`config.mk`:
```
export PLATFORM = sky130hd
export DESIGN_NAME = uv_sphere_mesh_generator
export DESIGN_NICKNAME = d
export VERILOG_FILES = /design/src/sv/uvs_pkg.sv /design/src/sv/uvs_div.sv /design/src/sv/uvs_cordic.sv /design/src/sv/uv_sphere_mesh_generator.sv
export SDC_FILE = /design/constraint.sdc
export NUM_CORES = 2
export LEC_CHECK = 0
export ABC_AREA = 1
export CORE_AREA = 3 3 397 792
export DETAILED_ROUTE_END_ITERATION = 12
export DIE_AREA = 0 0 400 795
export DONT_BUFFER_PORTS = 1
export HOLD_SLACK_MARGIN = 0.03
export SKIP_CTS_REPAIR_TIMING = 1
export SKIP_LAST_GASP = 1
export SYNTH_ARGS = -nofsm -noshare
export SYNTH_HDL_FRONTEND = slang
export SYNTH_SLANG_ARGS = --single-unit
```
`constraint.sdc`:
```
create_clock -name aclk -period 12.62 [get_ports aclk]
set_clock_uncertainty 0.2 [all_clocks]
set_input_delay 1.262 -clock aclk [delete_from_list [all_inputs] [get_ports aclk]]
set_output_delay 1.262 -clock aclk [all_outputs]
set_load 0.02 [all_outputs]
```
`src/sv/uvs_pkg.sv`:
```
// shared types, constants and fixed-point helpers for the uv sphere mesh generator
package uvs_pkg;

    localparam int MAX_SEGMENTS = 255;
    localparam int CORDIC_STEPS = 16;

    localparam int SEG_W = 8;
    localparam logic [SEG_W-1:0] SEG_MIN   = SEG_W'(3);
    localparam logic [SEG_W-1:0] SEG_MAX   = SEG_W'(MAX_SEGMENTS);
    localparam logic [SEG_W-1:0] SEG_RESET = SEG_W'(16);

    localparam int ROW_W = 8;
    localparam int COL_W = 9;

    // item kinds, also used as the phase code
    localparam logic [1:0] KIND_VERTEX = 2'd0;
    localparam logic [1:0] KIND_INDEX  = 2'd1;
    localparam logic [1:0] KIND_IDLE   = 2'd2;

    // register map
    localparam logic REG_SEGMENT_COUNT = 1'b0;

    // divider geometry
    localparam int DIV_W   = 40;
    localparam int DEN_W   = 9;
    localparam int TEX_W   = 22;
    localparam int CNT_W   = $clog2(DIV_W + 1);
    localparam int FRAC_W  = 32;
    localparam int Q14_SH  = 14;

    // cordic
    localparam int ATAN_COUNT = 24;
    localparam int STEP_W     = $clog2(ATAN_COUNT);
    localparam logic signed [31:0] GAIN_Q30 = 32'sh26DD3B6A;
    localparam logic [31:0] ATAN_TURN [ATAN_COUNT] = '{
        32'h20000000, 32'h12E4051E, 32'h09FB385B, 32'h051111D4, 32'h028B0D43, 32'h0145D7E1,
        32'h00A2F61E, 32'h00517C55, 32'h0028BE53, 32'h00145F2F, 32'h000A2F98, 32'h000517CC,
        32'h00028BE6, 32'h000145F3, 32'h0000A2FA, 32'h0000517D, 32'h000028BE, 32'h0000145F,
        32'h00000A30, 32'h00000518, 32'h0000028C, 32'h00000146, 32'h000000A3, 32'h00000051
    };

    localparam logic signed [17:0] ONE_Q14 = 18'sd16384;

    typedef struct packed {
        logic busy;
        logic done;
    } unit_stat_t;

    function automatic logic [SEG_W-1:0] clamp_seg(input logic [SEG_W-1:0] s);
        logic [SEG_W-1:0] r;
        r = s;
        if (s < SEG_MIN) r = SEG_MIN;
        if (s > SEG_MAX) r = SEG_MAX;
        return r;
    endfunction

    function automatic logic signed [15:0] clamp_q14(input logic signed [17:0] v);
        logic signed [15:0] r;
        r = v[15:0];
        if (v > ONE_Q14) r = 16'sd16384;
        if (v < -ONE_Q14) r = -16'sd16384;
        return r;
    endfunction

    function automatic logic signed [15:0] round_q46(input logic signed [63:0] p);
        logic signed [63:0] t;
        t = p + 64'sh0000_2000_0000_0000;
        return clamp_q14(t[63:46]);
    endfunction

    function automatic logic signed [15:0] round_q16(input logic signed [31:0] v);
        logic signed [32:0] t;
        t = {v[31], v} + 33'sd32768;
        return clamp_q14({t[32], t[32:16]});
    endfunction

endpackage

```
`src/sv/uvs_div.sv`:
```
// bit-serial restoring divider shared by the angle and texture coordinate steps
module uvs_div
    import uvs_pkg::*;
(
    input  logic             aclk,
    input  logic             aresetn,
    input  logic             start,
    input  logic [DIV_W-1:0] num,
    input  logic [DEN_W-1:0] den,
    input  logic [CNT_W-1:0] steps,
    output logic [DIV_W-1:0] quot,
    output unit_stat_t       stat
);

    logic [DIV_W-1:0] num_reg;
    logic [DIV_W-1:0] quot_reg;
    logic [DEN_W-1:0] den_reg;
    logic [DEN_W-1:0] rem_reg;
    logic [DEN_W-1:0] rem_next;
    logic [CNT_W-1:0] cnt_reg;
    logic             busy_reg;
    logic             done_reg;
    logic [DEN_W:0]   trial;
    logic [DEN_W:0]   diff;
    logic             ge;

    assign trial = {rem_reg, num_reg[DIV_W-1]};
    assign ge    = trial >= {1'b0, den_reg};
    assign diff  = trial - {1'b0, den_reg};
    assign rem_next = ge ? diff[DEN_W-1:0] : trial[DEN_W-1:0];

    always_ff @(posedge aclk) begin
        if (!aresetn) begin
            busy_reg <= 1'b0;
            done_reg <= 1'b0;
        end else begin
            done_reg <= 1'b0;
            if (start) begin
                num_reg  <= num;
                den_reg  <= den;
                rem_reg  <= '0;
                quot_reg <= '0;
                cnt_reg  <= steps;
                busy_reg <= 1'b1;
            end else if (busy_reg) begin
                num_reg  <= {num_reg[DIV_W-2:0], 1'b0};
                rem_reg  <= rem_next;
                quot_reg <= {quot_reg[DIV_W-2:0], ge};
                cnt_reg  <= cnt_reg - CNT_W'(1);
                if (cnt_reg == CNT_W'(1)) begin
                    busy_reg <= 1'b0;
                    done_reg <= 1'b1;
                end
            end
        end
    end

    assign quot      = quot_reg;
    assign stat.busy = busy_reg;
    assign stat.done = done_reg;

endmodule

```
`src/sv/uvs_cordic.sv`:
```
// iterative rotation-mode cordic giving cosine and sine of a turn fraction
module uvs_cordic
    import uvs_pkg::*;
(
    input  logic               aclk,
    input  logic               aresetn,
    input  logic               start,
    input  logic [31:0]        angle,
    output logic signed [31:0] cos_q30,
    output logic signed [31:0] sin_q30,
    output unit_stat_t         stat
);

    localparam logic [1:0] QUAD_I   = 2'd0;
    localparam logic [1:0] QUAD_II  = 2'd1;
    localparam logic [1:0] QUAD_III = 2'd2;

    logic signed [31:0] x_reg;
    logic signed [31:0] y_reg;
    logic signed [31:0] z_reg;
    logic [1:0]         quad_reg;
    logic [STEP_W-1:0]  step_reg;
    logic               busy_reg;
    logic               done_reg;
    logic signed [31:0] dx;
    logic signed [31:0] dy;
    logic signed [31:0] atan_s;

    assign dx     = y_reg >>> step_reg;
    assign dy     = x_reg >>> step_reg;
    assign atan_s = signed'(ATAN_TURN[step_reg]);

    always_ff @(posedge aclk) begin
        if (!aresetn) begin
            busy_reg <= 1'b0;
            done_reg <= 1'b0;
        end else begin
            done_reg <= 1'b0;
            if (start) begin
                x_reg    <= GAIN_Q30;
                y_reg    <= '0;
                z_reg    <= {2'b00, angle[29:0]};
                quad_reg <= angle[31:30];
                step_reg <= '0;
                busy_reg <= 1'b1;
            end else if (busy_reg) begin
                if (!z_reg[31]) begin
                    x_reg <= x_reg - dx;
                    y_reg <= y_reg + dy;
                    z_reg <= z_reg - atan_s;
                end else begin
                    x_reg <= x_reg + dx;
                    y_reg <= y_reg - dy;
                    z_reg <= z_reg + atan_s;
                end
                step_reg <= step_reg + STEP_W'(1);
                if (step_reg == STEP_W'(CORDIC_STEPS - 1)) begin
                    busy_reg <= 1'b0;
                    done_reg <= 1'b1;
                end
            end
        end
    end

    always_comb begin
        case (quad_reg)
            QUAD_I: begin
                cos_q30 = x_reg;
                sin_q30 = y_reg;
            end
            QUAD_II: begin
                cos_q30 = -y_reg;
                sin_q30 = x_reg;
            end
            QUAD_III: begin
                cos_q30 = -x_reg;
                sin_q30 = -y_reg;
            end
            default: begin
                cos_q30 = y_reg;
                sin_q30 = -x_reg;
            end
        endcase
    end

    assign stat.busy = busy_reg;
    assign stat.done = done_reg;

endmodule

```
`src/sv/uv_sphere_mesh_generator.sv`:
```
// top level: sequencer, shared multiplier and stream/apb ports of the uv sphere mesh generator
// Each accepted transaction on the s_ side yields exactly one transaction on the m_ side: a
// vertex while the grid of (S+1)^2 points is walked, then 2*S*(S+1) triangle-strip indices in
// serpentine order with tlast on the final one, then idle items until a restart. S is the
// segment_count register clamped to 3..255, sampled when vertex 0 is produced. After the
// accept a vertex runs a bit-serial divider pass (40 steps) and a cordic run (16 iterations)
// for each of the two angles, two multiply states and a rounding state, two divider passes
// (22 steps each) for the texture coordinates, and the output state. A strip index passes
// through the index state and the output state, an idle item only through the output state.
// s_tready is high only between transactions; the result register lets the next transaction
// start while a result waits on m_tready.
module uv_sphere_mesh_generator
    import uvs_pkg::*;
(
    input  logic        aclk,
    input  logic        aresetn,
    // s_tdata: restart [0]
    input  logic        s_tvalid,
    output logic        s_tready,
    input  logic [7:0]  s_tdata,
    // m_tdata: pos_x [15:0], pos_y [31:16], pos_z [47:32], tex_u [62:48], tex_v [77:63],
    //          vertex_index [93:78], zero pad [95:94]
    output logic        m_tvalid,
    input  logic        m_tready,
    output logic [95:0] m_tdata,
    // m_tuser: item_kind [1:0]
    output logic [1:0]  m_tuser,
    output logic        m_tlast,
    input  logic        psel,
    input  logic        penable,
    input  logic        pwrite,
    input  logic [2:0]  paddr,
    input  logic [31:0] pwdata,
    output logic [31:0] prdata,
    output logic        pready
);

    typedef enum logic [3:0] {
        ST_IDLE,
        ST_DIV_U,
        ST_COR_U,
        ST_DIV_V,
        ST_COR_V,
        ST_MUL_X,
        ST_MUL_Z,
        ST_RND_Z,
        ST_DIV_TU,
        ST_DIV_TV,
        ST_IDX,
        ST_EMIT
    } state_t;

    state_t state_reg;
    logic   go_reg;

    logic [SEG_W-1:0] segment_count_reg;
    logic [SEG_W-1:0] seg_lat_reg;
    logic [1:0]       phase_reg;
    logic [ROW_W-1:0] row_reg;
    logic [COL_W-1:0] col_reg;
    logic             pair_reg;

    logic [1:0]       phase_next;
    logic [ROW_W-1:0] row_next;
    logic [COL_W-1:0] col_next;
    logic             pair_next;

    logic [1:0]       wk_kind_reg;
    logic [ROW_W-1:0] wk_y_reg;
    logic [COL_W-1:0] wk_col_reg;
    logic             wk_pair_reg;
    logic             wk_last_reg;
    logic [SEG_W-1:0] wk_s_reg;

    logic [31:0]        angle_reg;
    logic signed [31:0] cu_reg;
    logic signed [31:0] su_reg;
    logic signed [31:0] sv_reg;
    logic signed [63:0] prod_reg;
    logic signed [15:0] pos_x_reg;
    logic signed [15:0] pos_y_reg;
    logic signed [15:0] pos_z_reg;
    logic [14:0]        tex_u_reg;
    logic [14:0]        tex_v_reg;
    logic [15:0]        index_reg;

    logic        m_tvalid_reg;
    logic [95:0] m_tdata_reg;
    logic [1:0]  m_tuser_reg;
    logic        m_tlast_reg;

    logic             s_acc;
    logic             restart;
    logic             out_free;
    logic             cfg_wr;
    logic [1:0]       ph;
    logic [ROW_W-1:0] row_cur;
    logic [COL_W-1:0] col_cur;
    logic             pair_cur;
    logic [SEG_W-1:0] s_use;
    logic             last_flag;

    logic             div_start;
    logic [DIV_W-1:0] div_num;
    logic [DEN_W-1:0] div_den;
    logic [CNT_W-1:0] div_steps;
    logic [DIV_W-1:0] div_quot;
    unit_stat_t       div_stat;
    logic [TEX_W-1:0] tex_num;

    logic               cor_start;
    logic signed [31:0] cor_cos;
    logic signed [31:0] cor_sin;
    unit_stat_t         cor_stat;

    logic signed [31:0] mul_a;
    logic signed [63:0] mul_p;

    logic [SEG_W:0]   w;
    logic [SEG_W-1:0] xsel;
    logic [17:0]      top_idx;
    logic [17:0]      bot_idx;
    logic [17:0]      sel_idx;

    assign s_acc    = s_tvalid & s_tready;
    assign restart  = s_tdata[0];
    assign out_free = !m_tvalid_reg || m_tready;
    assign s_tready = (state_reg == ST_IDLE);

    // configuration port
    assign pready = 1'b1;
    assign cfg_wr = psel & penable & pwrite & pready & (paddr[2] == REG_SEGMENT_COUNT);
    assign prdata = (paddr[2] == REG_SEGMENT_COUNT) ? {24'd0, segment_count_reg} : 32'd0;

    // counter advance for the accepted transaction
    always_comb begin
        ph       = restart ? KIND_VERTEX : phase_reg;
        row_cur  = restart ? '0 : row_reg;
        col_cur  = restart ? '0 : col_reg;
        pair_cur = restart ? 1'b0 : pair_reg;
        s_use    = seg_lat_reg;
        if (ph == KIND_VERTEX && row_cur == '0 && col_cur == '0) begin
            s_use = clamp_seg(segment_count_reg);
        end
        last_flag = ({1'b0, row_cur} + 9'd1 == {1'b0, s_use}) &&
                    (col_cur == {1'b0, s_use}) && pair_cur;
        phase_next = ph;
        row_next   = row_cur;
        col_next   = col_cur;
        pair_next  = pair_cur;
        case (ph)
            KIND_VERTEX: begin
                if (col_cur >= {1'b0, s_use}) begin
                    col_next = '0;
                    if (row_cur >= s_use) begin
                        phase_next = KIND_INDEX;
                        row_next   = '0;
                    end else begin
                        row_next = row_cur + ROW_W'(1);
                    end
                end else begin
                    col_next = col_cur + COL_W'(1);
                end
            end
            KIND_INDEX: begin
                pair_next = !pair_cur;
                if (pair_cur) begin
                    if (col_cur >= {1'b0, s_use}) begin
                        col_next = '0;
                        if ({1'b0, row_cur} + 9'd1 >= {1'b0, s_use}) begin
                            phase_next = KIND_IDLE;
                            row_next   = '0;
                        end else begin
                            row_next = row_cur + ROW_W'(1);
                        end
                    end else begin
                        col_next = col_cur + COL_W'(1);
                    end
                end
            end
            default: begin
                phase_next = ph;
            end
        endcase
    end

    // divider operand selection
    always_comb begin
        tex_num   = {wk_col_reg[SEG_W-1:0], 14'd0} + TEX_W'(wk_s_reg >> 1);
        div_num   = {tex_num, {(DIV_W - TEX_W){1'b0}}};
        div_den   = {1'b0, wk_s_reg};
        div_steps = CNT_W'(TEX_W);
        case (state_reg)
            ST_DIV_U: begin
                div_num   = {wk_col_reg[SEG_W-1:0], 32'd0} + DIV_W'(wk_s_reg >> 1);
                div_steps = CNT_W'(DIV_W);
            end
            ST_DIV_V: begin
                div_num   = {wk_y_reg, 32'd0} + DIV_W'(wk_s_reg);
                div_den   = {wk_s_reg, 1'b0};
                div_steps = CNT_W'(DIV_W);
            end
            ST_DIV_TV: begin
                tex_num = {wk_y_reg, 14'd0} + TEX_W'(wk_s_reg >> 1);
                div_num = {tex_num, {(DIV_W - TEX_W){1'b0}}};
            end
            default: begin
                div_steps = CNT_W'(TEX_W);
            end
        endcase
    end

    assign div_start = go_reg && (state_reg == ST_DIV_U || state_reg == ST_DIV_V ||
                                  state_reg == ST_DIV_TU || state_reg == ST_DIV_TV);
    assign cor_start = go_reg && (state_reg == ST_COR_U || state_reg == ST_COR_V);

    uvs_div u_div (
        .aclk    (aclk),
        .aresetn (aresetn),
        .start   (div_start),
        .num     (div_num),
        .den     (div_den),
        .steps   (div_steps),
        .quot    (div_quot),
        .stat    (div_stat)
    );

    uvs_cordic u_cordic (
        .aclk    (aclk),
        .aresetn (aresetn),
        .start   (cor_start),
        .angle   (angle_reg),
        .cos_q30 (cor_cos),
        .sin_q30 (cor_sin),
        .stat    (cor_stat)
    );

    // shared multiplier
    assign mul_a = (state_reg == ST_MUL_X) ? cu_reg : su_reg;
    assign mul_p = 64'(mul_a) * 64'(sv_reg);

    // strip index
    assign w       = {1'b0, wk_s_reg} + 9'd1;
    assign xsel    = wk_y_reg[0] ? (wk_s_reg - wk_col_reg[SEG_W-1:0]) : wk_col_reg[SEG_W-1:0];
    assign top_idx = 18'(wk_y_reg) * 18'(w) + 18'(xsel);
    assign bot_idx = top_idx + 18'(w);
    assign sel_idx = (wk_y_reg[0] ^ wk_pair_reg) ? bot_idx : top_idx;

    always_ff @(posedge aclk) begin
        if (!aresetn) begin
            state_reg         <= ST_IDLE;
            go_reg            <= 1'b0;
            segment_count_reg <= SEG_RESET;
            seg_lat_reg       <= SEG_RESET;
            phase_reg         <= KIND_VERTEX;
            row_reg           <= '0;
            col_reg           <= '0;
            pair_reg          <= 1'b0;
            m_tvalid_reg      <= 1'b0;
        end else begin
            go_reg <= 1'b0;
            if (cfg_wr) begin
                segment_count_reg <= pwdata[SEG_W-1:0];
            end
            if (m_tready) begin
                m_tvalid_reg <= 1'b0;
            end
            case (state_reg)
                ST_IDLE: begin
                    if (s_acc) begin
                        phase_reg   <= phase_next;
                        row_reg     <= row_next;
                        col_reg     <= col_next;
                        pair_reg    <= pair_next;
                        seg_lat_reg <= s_use;
                        wk_kind_reg <= ph;
                        wk_y_reg    <= row_cur;
                        wk_col_reg  <= col_cur;
                        wk_pair_reg <= pair_cur;
                        wk_last_reg <= last_flag;
                        wk_s_reg    <= s_use;
                        case (ph)
                            KIND_VERTEX: begin
                                state_reg <= ST_DIV_U;
                                go_reg    <= 1'b1;
                            end
                            KIND_INDEX: begin
                                state_reg <= ST_IDX;
                            end
                            default: begin
                                state_reg <= ST_EMIT;
                            end
                        endcase
                    end
                end
                ST_DIV_U: begin
                    if (div_stat.done) begin
                        angle_reg <= div_quot[FRAC_W-1:0];
                        state_reg <= ST_COR_U;
                        go_reg    <= 1'b1;
                    end
                end
                ST_COR_U: begin
                    if (cor_stat.done) begin
                        cu_reg    <= cor_cos;
                        su_reg    <= cor_sin;
                        state_reg <= ST_DIV_V;
                        go_reg    <= 1'b1;
                    end
                end
                ST_DIV_V: begin
                    if (div_stat.done) begin
                        angle_reg <= div_quot[FRAC_W-1:0];
                        state_reg <= ST_COR_V;
                        go_reg    <= 1'b1;
                    end
                end
                ST_COR_V: begin
                    if (cor_stat.done) begin
                        pos_y_reg <= round_q16(cor_cos);
                        sv_reg    <= cor_sin;
                        state_reg <= ST_MUL_X;
                    end
                end
                ST_MUL_X: begin
                    prod_reg  <= mul_p;
                    state_reg <= ST_MUL_Z;
                end
                ST_MUL_Z: begin
                    pos_x_reg <= round_q46(prod_reg);
                    prod_reg  <= mul_p;
                    state_reg <= ST_RND_Z;
                end
                ST_RND_Z: begin
                    pos_z_reg <= round_q46(prod_reg);
                    state_reg <= ST_DIV_TU;
                    go_reg    <= 1'b1;
                end
                ST_DIV_TU: begin
                    if (div_stat.done) begin
                        tex_u_reg <= div_quot[Q14_SH:0];
                        state_reg <= ST_DIV_TV;
                        go_reg    <= 1'b1;
                    end
                end
                ST_DIV_TV: begin
                    if (div_stat.done) begin
                        tex_v_reg <= div_quot[Q14_SH:0];
                        state_reg <= ST_EMIT;
                    end
                end
                ST_IDX: begin
                    index_reg <= sel_idx[15:0];
                    state_reg <= ST_EMIT;
                end
                ST_EMIT: begin
                    if (out_free) begin
                        m_tvalid_reg <= 1'b1;
                        m_tuser_reg  <= wk_kind_reg;
                        m_tdata_reg  <= '0;
                        m_tlast_reg  <= 1'b0;
                        case (wk_kind_reg)
                            KIND_VERTEX: begin
                                m_tdata_reg[15:0]  <= pos_x_reg;
                                m_tdata_reg[31:16] <= pos_y_reg;
                                m_tdata_reg[47:32] <= pos_z_reg;
                                m_tdata_reg[62:48] <= tex_u_reg;
                                m_tdata_reg[77:63] <= tex_v_reg;
                            end
                            KIND_INDEX: begin
                                m_tdata_reg[93:78] <= index_reg;
                                m_tlast_reg        <= wk_last_reg;
                            end
                            default: begin
                                m_tlast_reg <= 1'b0;
                            end
                        endcase
                        state_reg <= ST_IDLE;
                    end
                end
                default: begin
                    state_reg <= ST_IDLE;
                end
            endcase
        end
    end

    assign m_tvalid = m_tvalid_reg;
    assign m_tdata  = m_tdata_reg;
    assign m_tuser  = m_tuser_reg;
    assign m_tlast  = m_tlast_reg;

    a_idle_zero: assert property (@(posedge aclk) disable iff (!aresetn)
        m_tvalid && m_tuser == KIND_IDLE |-> m_tdata == '0 && !m_tlast)
        else $error("idle item carries data");

    a_last_index: assert property (@(posedge aclk) disable iff (!aresetn)
        m_tvalid && m_tlast |-> m_tuser == KIND_INDEX)
        else $error("tlast on a non-index item");

    a_seg_range: assert property (@(posedge aclk) disable iff (!aresetn)
        seg_lat_reg >= SEG_MIN)
        else $error("latched segment count below minimum");

    a_units_exclusive: assert property (@(posedge aclk) disable iff (!aresetn)
        !(div_stat.busy && cor_stat.busy))
        else $error("divider and cordic busy together");

    a_pos_range: assert property (@(posedge aclk) disable iff (!aresetn)
        m_tvalid && m_tuser == KIND_VERTEX |->
            $signed(m_tdata[15:0]) <= 16'sd16384 && $signed(m_tdata[15:0]) >= -16'sd16384)
        else $error("pos_x out of range");

endmodule

```
* Word level (Yosys, flattened, before mapping)
Memory sizes are Yosys's and may differ from the RTL's.
Cells that the tools add are included.
** Storage, ports and cells
- Bits in registers :: 656
- ROM bits :: 1024
- Output and inout port bits :: 134
- Word-level logic and storage cells :: 247
- Memories kept :: 1
** Memories
- (name not given) :: words 32, width 32, read ports 1, clocked after Yosys merged registers in 0, wr ports 0, RTL line uvs_cordic.sv:31 : assign atan_s = signed'(ATAN_TURN[step_reg]);
** Operators by class
- Add/sub/neg operators :: 24
- $mul :: 2
- $lt $le $gt $ge :: 11
- Equality and inequality tests :: 27
- Shift-type cells :: 2
- Mux-type cells :: 78
- Bitwise gates (word level) :: 10
- Reduce and logical (&&, ||, !) cells :: 44
** Operator list (count)
- $mux 32 :: 10
- $pmux 32 s3 :: 2
- $pmux 40 s3 :: 1
- $add 32x32->32 :: 3
- $mux 8 :: 12
- $sub 32x32->32 :: 3
- $mux 40 :: 2
- $add 64x47->64 const B :: 1
- $mul 32x32->64 :: 1
- $mux 16 :: 4
- $neg 32->32 :: 2
- $sshr 32x5->32 :: 2
- $pmux 4 s12 :: 1
- $mux 9 :: 5
- $add 22x7->22 :: 2
- $add 40x7->40 :: 1
- $add 40x8->40 :: 1
- $add 32x17->33 const B :: 1
- $mux 4 :: 8
- $mux 30 :: 1
- $reduce_and 3->1 :: 7
- $add 8x1->9 const B :: 2
- $eq 9x8->1 :: 2
- $ge 9x8->1 :: 2
- other kinds (53) :: 122

* Depth between registers and ports, before layout
- Depth in word-level cells :: 10
- Gate-level depth with buffers :: 38
- Mapped depth without buffers :: 37

* Cells and area by module
Synthesis repeated with hierarchy kept, for this count alone.
** Second synthesis, totals
- Cell total of the unflattened synthesis :: 10081
- Area, all modules :: 80408.4 um^2
** Modules (own cells, without submodules)
- uv_sphere_mesh_generator :: times used 1, cells each 6325, area each 56659.3 um^2, sequential area each 11831.3 um^2
- uvs_cordic :: times used 1, cells each 3238, area each 18795.5 um^2, sequential area each 3133.0 um^2
- uvs_div :: times used 1, cells each 518, area each 4953.5 um^2, sequential area each 3163.0 um^2

* Least setup slack after synthesis
OpenSTA, ideal clock, no wires.
- Kind :: in2reg
- Start :: in aresetn
- End :: reg m_tdata_reg[0] (netlist: m_tdata[0]) (enable)
- Data arrival time :: 10934 ps
- Required time :: 11629 ps
- Setup slack :: 695 ps
- Stages :: 3
- Path buffers :: 1
- Cell sequence :: clkbuf_1 clkinv_1 nor4_1
** Between the ends
- Word-level cells in the longest chain between the ends :: 1
** RTL lines
- start, declared :: RTL line uv_sphere_mesh_generator.sv:16 : input logic aresetn,
- $reduce_and 3->1 (no line)
- end signal, assigned :: RTL line uv_sphere_mesh_generator.sv:364 : m_tdata_reg[15:0] <= pos_x_reg;
- end, declared :: RTL line uv_sphere_mesh_generator.sv:88 : logic [95:0] m_tdata_reg;
No other way between the ends.
A chain may end at the register's enable or synchronous reset.

* Worst setup path after layout
- Start :: reg state_reg[0]
- End :: reg prod_reg[54], data pin
** Between the ends
- Word-level cells in the longest chain between the ends :: 3
** RTL lines
- start, declared :: RTL line uv_sphere_mesh_generator.sv:53 : state_t state_reg;
- start signal, assigned :: RTL line uv_sphere_mesh_generator.sv:251 : state_reg <= ST_IDLE;
- start signal, assigned :: RTL line uv_sphere_mesh_generator.sv:284 : state_reg <= ST_DIV_U;
- start signal, assigned :: RTL line uv_sphere_mesh_generator.sv:288 : state_reg <= ST_IDX;
- $eq 4x3->1 :: RTL line uv_sphere_mesh_generator.sv:239 : assign mul_a = (state_reg == ST_MUL_X) ? cu_reg : su_reg;
- $mux 32 :: RTL line uv_sphere_mesh_generator.sv:239
- $mul 32x32->64 :: RTL line uv_sphere_mesh_generator.sv:240 : assign mul_p = 64'(mul_a) * 64'(sv_reg);
- named net mul_p[54] :: RTL line uv_sphere_mesh_generator.sv:117 : logic signed [63:0] mul_p;
- end signal, assigned :: RTL line uv_sphere_mesh_generator.sv:326 : prod_reg <= mul_p;
- end signal, assigned :: RTL line uv_sphere_mesh_generator.sv:331 : prod_reg <= mul_p;
- end, declared :: RTL line uv_sphere_mesh_generator.sv:79 : logic signed [63:0] prod_reg;
The timed path passes the listed nets, and every way through them passes these cells.

==> impl_metrics.json <==
{
  "vias_per_cell": 4.86,
  "fin_cells": 13300,
  "antenna_found_initial": 29,
  "track_usage": 0.195,
  "ys_top_cells_by_count": "inv_1, nand2_1, nor2_1",
  "dp_hpwl_um": 238000,
  "register_area_mm2": 0.0179,
  "grt_max_degree": 79,
  "power.leakage_nw": 38.3,
  "reg2reg_slack_ns": 1.93,
  "cp.arrival_ns": 10.93,
  "cts_num_sinks": 611,
  "cpPeakStageDelay_ns": 0.95,
  "clk_latency_ns": 0.71,
  "r2r_end": "prod_reg[54]$_DFFE_PP_",
  "worstSetupPathType": "reg2reg",
  "yosysTopAreaCell": "fa_1",
  "drive_gt1_frac": 0.0513,
  "p_total_mw": 17.4,
  "setup_tns_ns": 0,
  "h-tree-depth": 3,
  "crit_end": "prod_reg[54]$_DFFE_PP_",
  "finalInstanceArea_mm2": 0.0845,
  "fin_nets": 10700,
  "critPathLaunchType": "flip-flop",
  "synth_top_cells_by_area": "fa_1, edfxtp_1, inv_1",
  "grt_pass1_vias": 68200,
  "maxSlewHeadroom": 0.112,
  "finalCriticalPeriod_ns": 10.69,
  "fin_crit_sh": 0.847,
  "drtAntennaViolNets": 0,
  "maxCapViolCount": 0,
  "syn_inst": 9273,
  "worstSetupEndpointType": "flip-flop",
  "coreArea_mm2": 0.310,
  "cts_made_buffers": 69,
  "setup_viol": 0,
  "rsz0062_at_grt": "false",
  "clock_path_buffers": 3,
  "crit_required_ns": 12.86,
  "drt_iter0_drc": 4423,
  "synth_seq_area_share": 0.232,
  "synthDistinctLibCells": 73,
  "fillCellCount": 33900,
  "dpl_cell_area_mm2": 0.0821,
  "async_flop_share": 0,
  "area_delta_synth_final_pct": 9.51,
  "fmax_mhz": 93.5,
  "cts-root-buf": "clkbuf_16",
  "die_x_um": 400,
  "hold_class": "reg2reg",
  "die-area_mm2": 0.318,
  "critPathMaxFanout": 32,
  "synth_top_area_frac": 0.295,
  "drc": 0,
  "yosys_warnings": 0,
  "multi_input_area_mm2": 0.0510,
  "powerDensity_mw_per_mm2": 205,
  "num_rows": 289,
  "cp_slowest_cell": "fa_1",
  "io_pins": 184,
  "port_buffers": 0,
  "worstReg2RegStart": "state_reg[0]$_SDFFE_PN0P_",
  "drv_slew": 0,
  "crit_start": "state_reg[0]$_SDFFE_PN0P_",
  "cts_tree": "done",
  "largest_reg_flops": 94,
  "grt_overflow_total": 0,
  "hold_ws_ns": 0.219,
  "crit_top_cell": "fa_1",
  "detail_route.wirelength_um": 311000,
  "synth-seq-cells": 611,
  "outcome": "finished clean",
  "hold_viol": 0,
  "syn_area_mm2": 0.0772,
  "place.gp.congestion": 1.03,
  "peakVddDrop_mv": 0.611,
  "grt_pass1_wl_um": 449000,
  "tightest_slew_ns": 1.33,
  "dp.cells": 13200,
  "clk_pin_slew_ns": 0.08,
  "route.vias.total": 64700,
  "wl_per_cell_um": 23.4,
  "ys.flop_type": "edfxtp_1",
  "synth_most_common_cell": "inv_1",
  "drtPass1Iterations": 7,
  "avgSynthCellArea_um2": 8.33,
  "r2r_cells": 30,
  "synth-edff-count": 565,
  "start_util": 0.249,
  "die_h_um": 795
}
where the power goes:
part	internal, mW	switching [mW]	leakage [nW]
combinational	4.21	8.15	31.6
sequential	2.69	0.113	5.50
clock	1.22	0.988	1.17
total	8.12	9.25	38.3
critical path, delay by kind of cell, from the launching register on:
family	cells	cell delay, ns
AO/OA/AOI/OAI	7	2.04
adder cells (fa/ha/maj)	9	4.73
buffers and inverters	7	1.82
flip-flops	1	0.41
AND/OR/NAND/NOR	7	1.17
cell type report:
| type | count | share of cell area |
|---|---|---|
| Multi-Input combinational cell | 6468 | 0.603 |
| Sequential cell | 611 | 0.212 |
| Inverter | 1857 | 0.0825 |
| Tap cell | 4074 | 0.0603 |
| Clock buffer | 77 | 0.0217 |
| Timing Repair Buffer | 153 | 0.0136 |
| Clock inverter | 49 | 0.00678 |
| Antenna cell | 9 | 0.000266 |
cells in the final DEF, fill, tap and decap left out, types with 65 or more instances in the layout:
cell type | Yosys | routed
nor2_1 | 1243 | 1234
o21ai_0 | 418 | 408
edfxtp_1 | 565 | 565
ha_1 | 378 | 378
o21ai_1 | 71 | 69
clkbuf_16 | 0 | 72
nand4_1 | 68 | 68
xor2_1 | 148 | 148
nand2_1 | 1688 | 1688
buf_4 | 38 | 152
fa_1 | 1136 | 1136
nor3_1 | 67 | 65
a21oi_1 | 369 | 369
or2_2 | 72 | 71
nand3_1 | 244 | 244
inv_1 | 1825 | 1819
metal layers:
| layer | vias up | wire length (um) | track usage |
|---|---|---|---|
| li1 | 28500 | - | - |
| met1 | 31700 | 92100 | 0.174 |
| met2 | 2911 | 157000 | 0.351 |
| met3 | 1445 | 22900 | 0.0486 |
| met4 | 20 | 39100 | 0.188 |
| met5 | - | 133 | 0 |
logic make-up after synthesis:
logic type / synth area share
AOI/OAI and AO/OA: 0.0871
and+or+nand+nor: 0.187
buffers and inverters: 0.111
adders and majority gates: 0.356
xor gates and xnor gates: 0.0237
other: 0.0000973
DFF: 0.232
muxes: 0.00428
stage by stage:
| stage | setup WS, ns | utilization |
|---|---|---|
| after floorplan | 0.695 | - |
| after global placement | 2.42 | 0.265 |
| after detailed placement | 2.35 | 0.265 |
| after CTS | 2.37 | 0.273 |
| after global routing | 1.70 | 0.273 |
| final | 1.93 | 0.273 |
worst min path at each step:
stage	startpoint	cells after the start	end	slack (ns)
3_5_place_dp	angle_reg[30]$_DFFE_PP_	0	u_cordic.quad_reg[0]$_DFFE_PP_	0.21
3_3_place_gp	u_div.quot[31]$_SDFFCE_PP0P_	0	angle_reg[31]$_DFFE_PP_	0.20
4_1_cts	angle_reg[31]$_DFFE_PP_	0	u_cordic.quad_reg[1]$_DFFE_PP_	0.22
5_1_grt	angle_reg[30]$_DFFE_PP_	0	u_cordic.quad_reg[0]$_DFFE_PP_	0.23
2_1_floorplan	u_div.quot[31]$_SDFFCE_PP0P_	0	angle_reg[31]$_DFFE_PP_	0.20
6_report	angle_reg[31]$_DFFE_PP_	0	u_cordic.quad_reg[1]$_DFFE_PP_	0.22
Power figures use the tool's default switching activity.
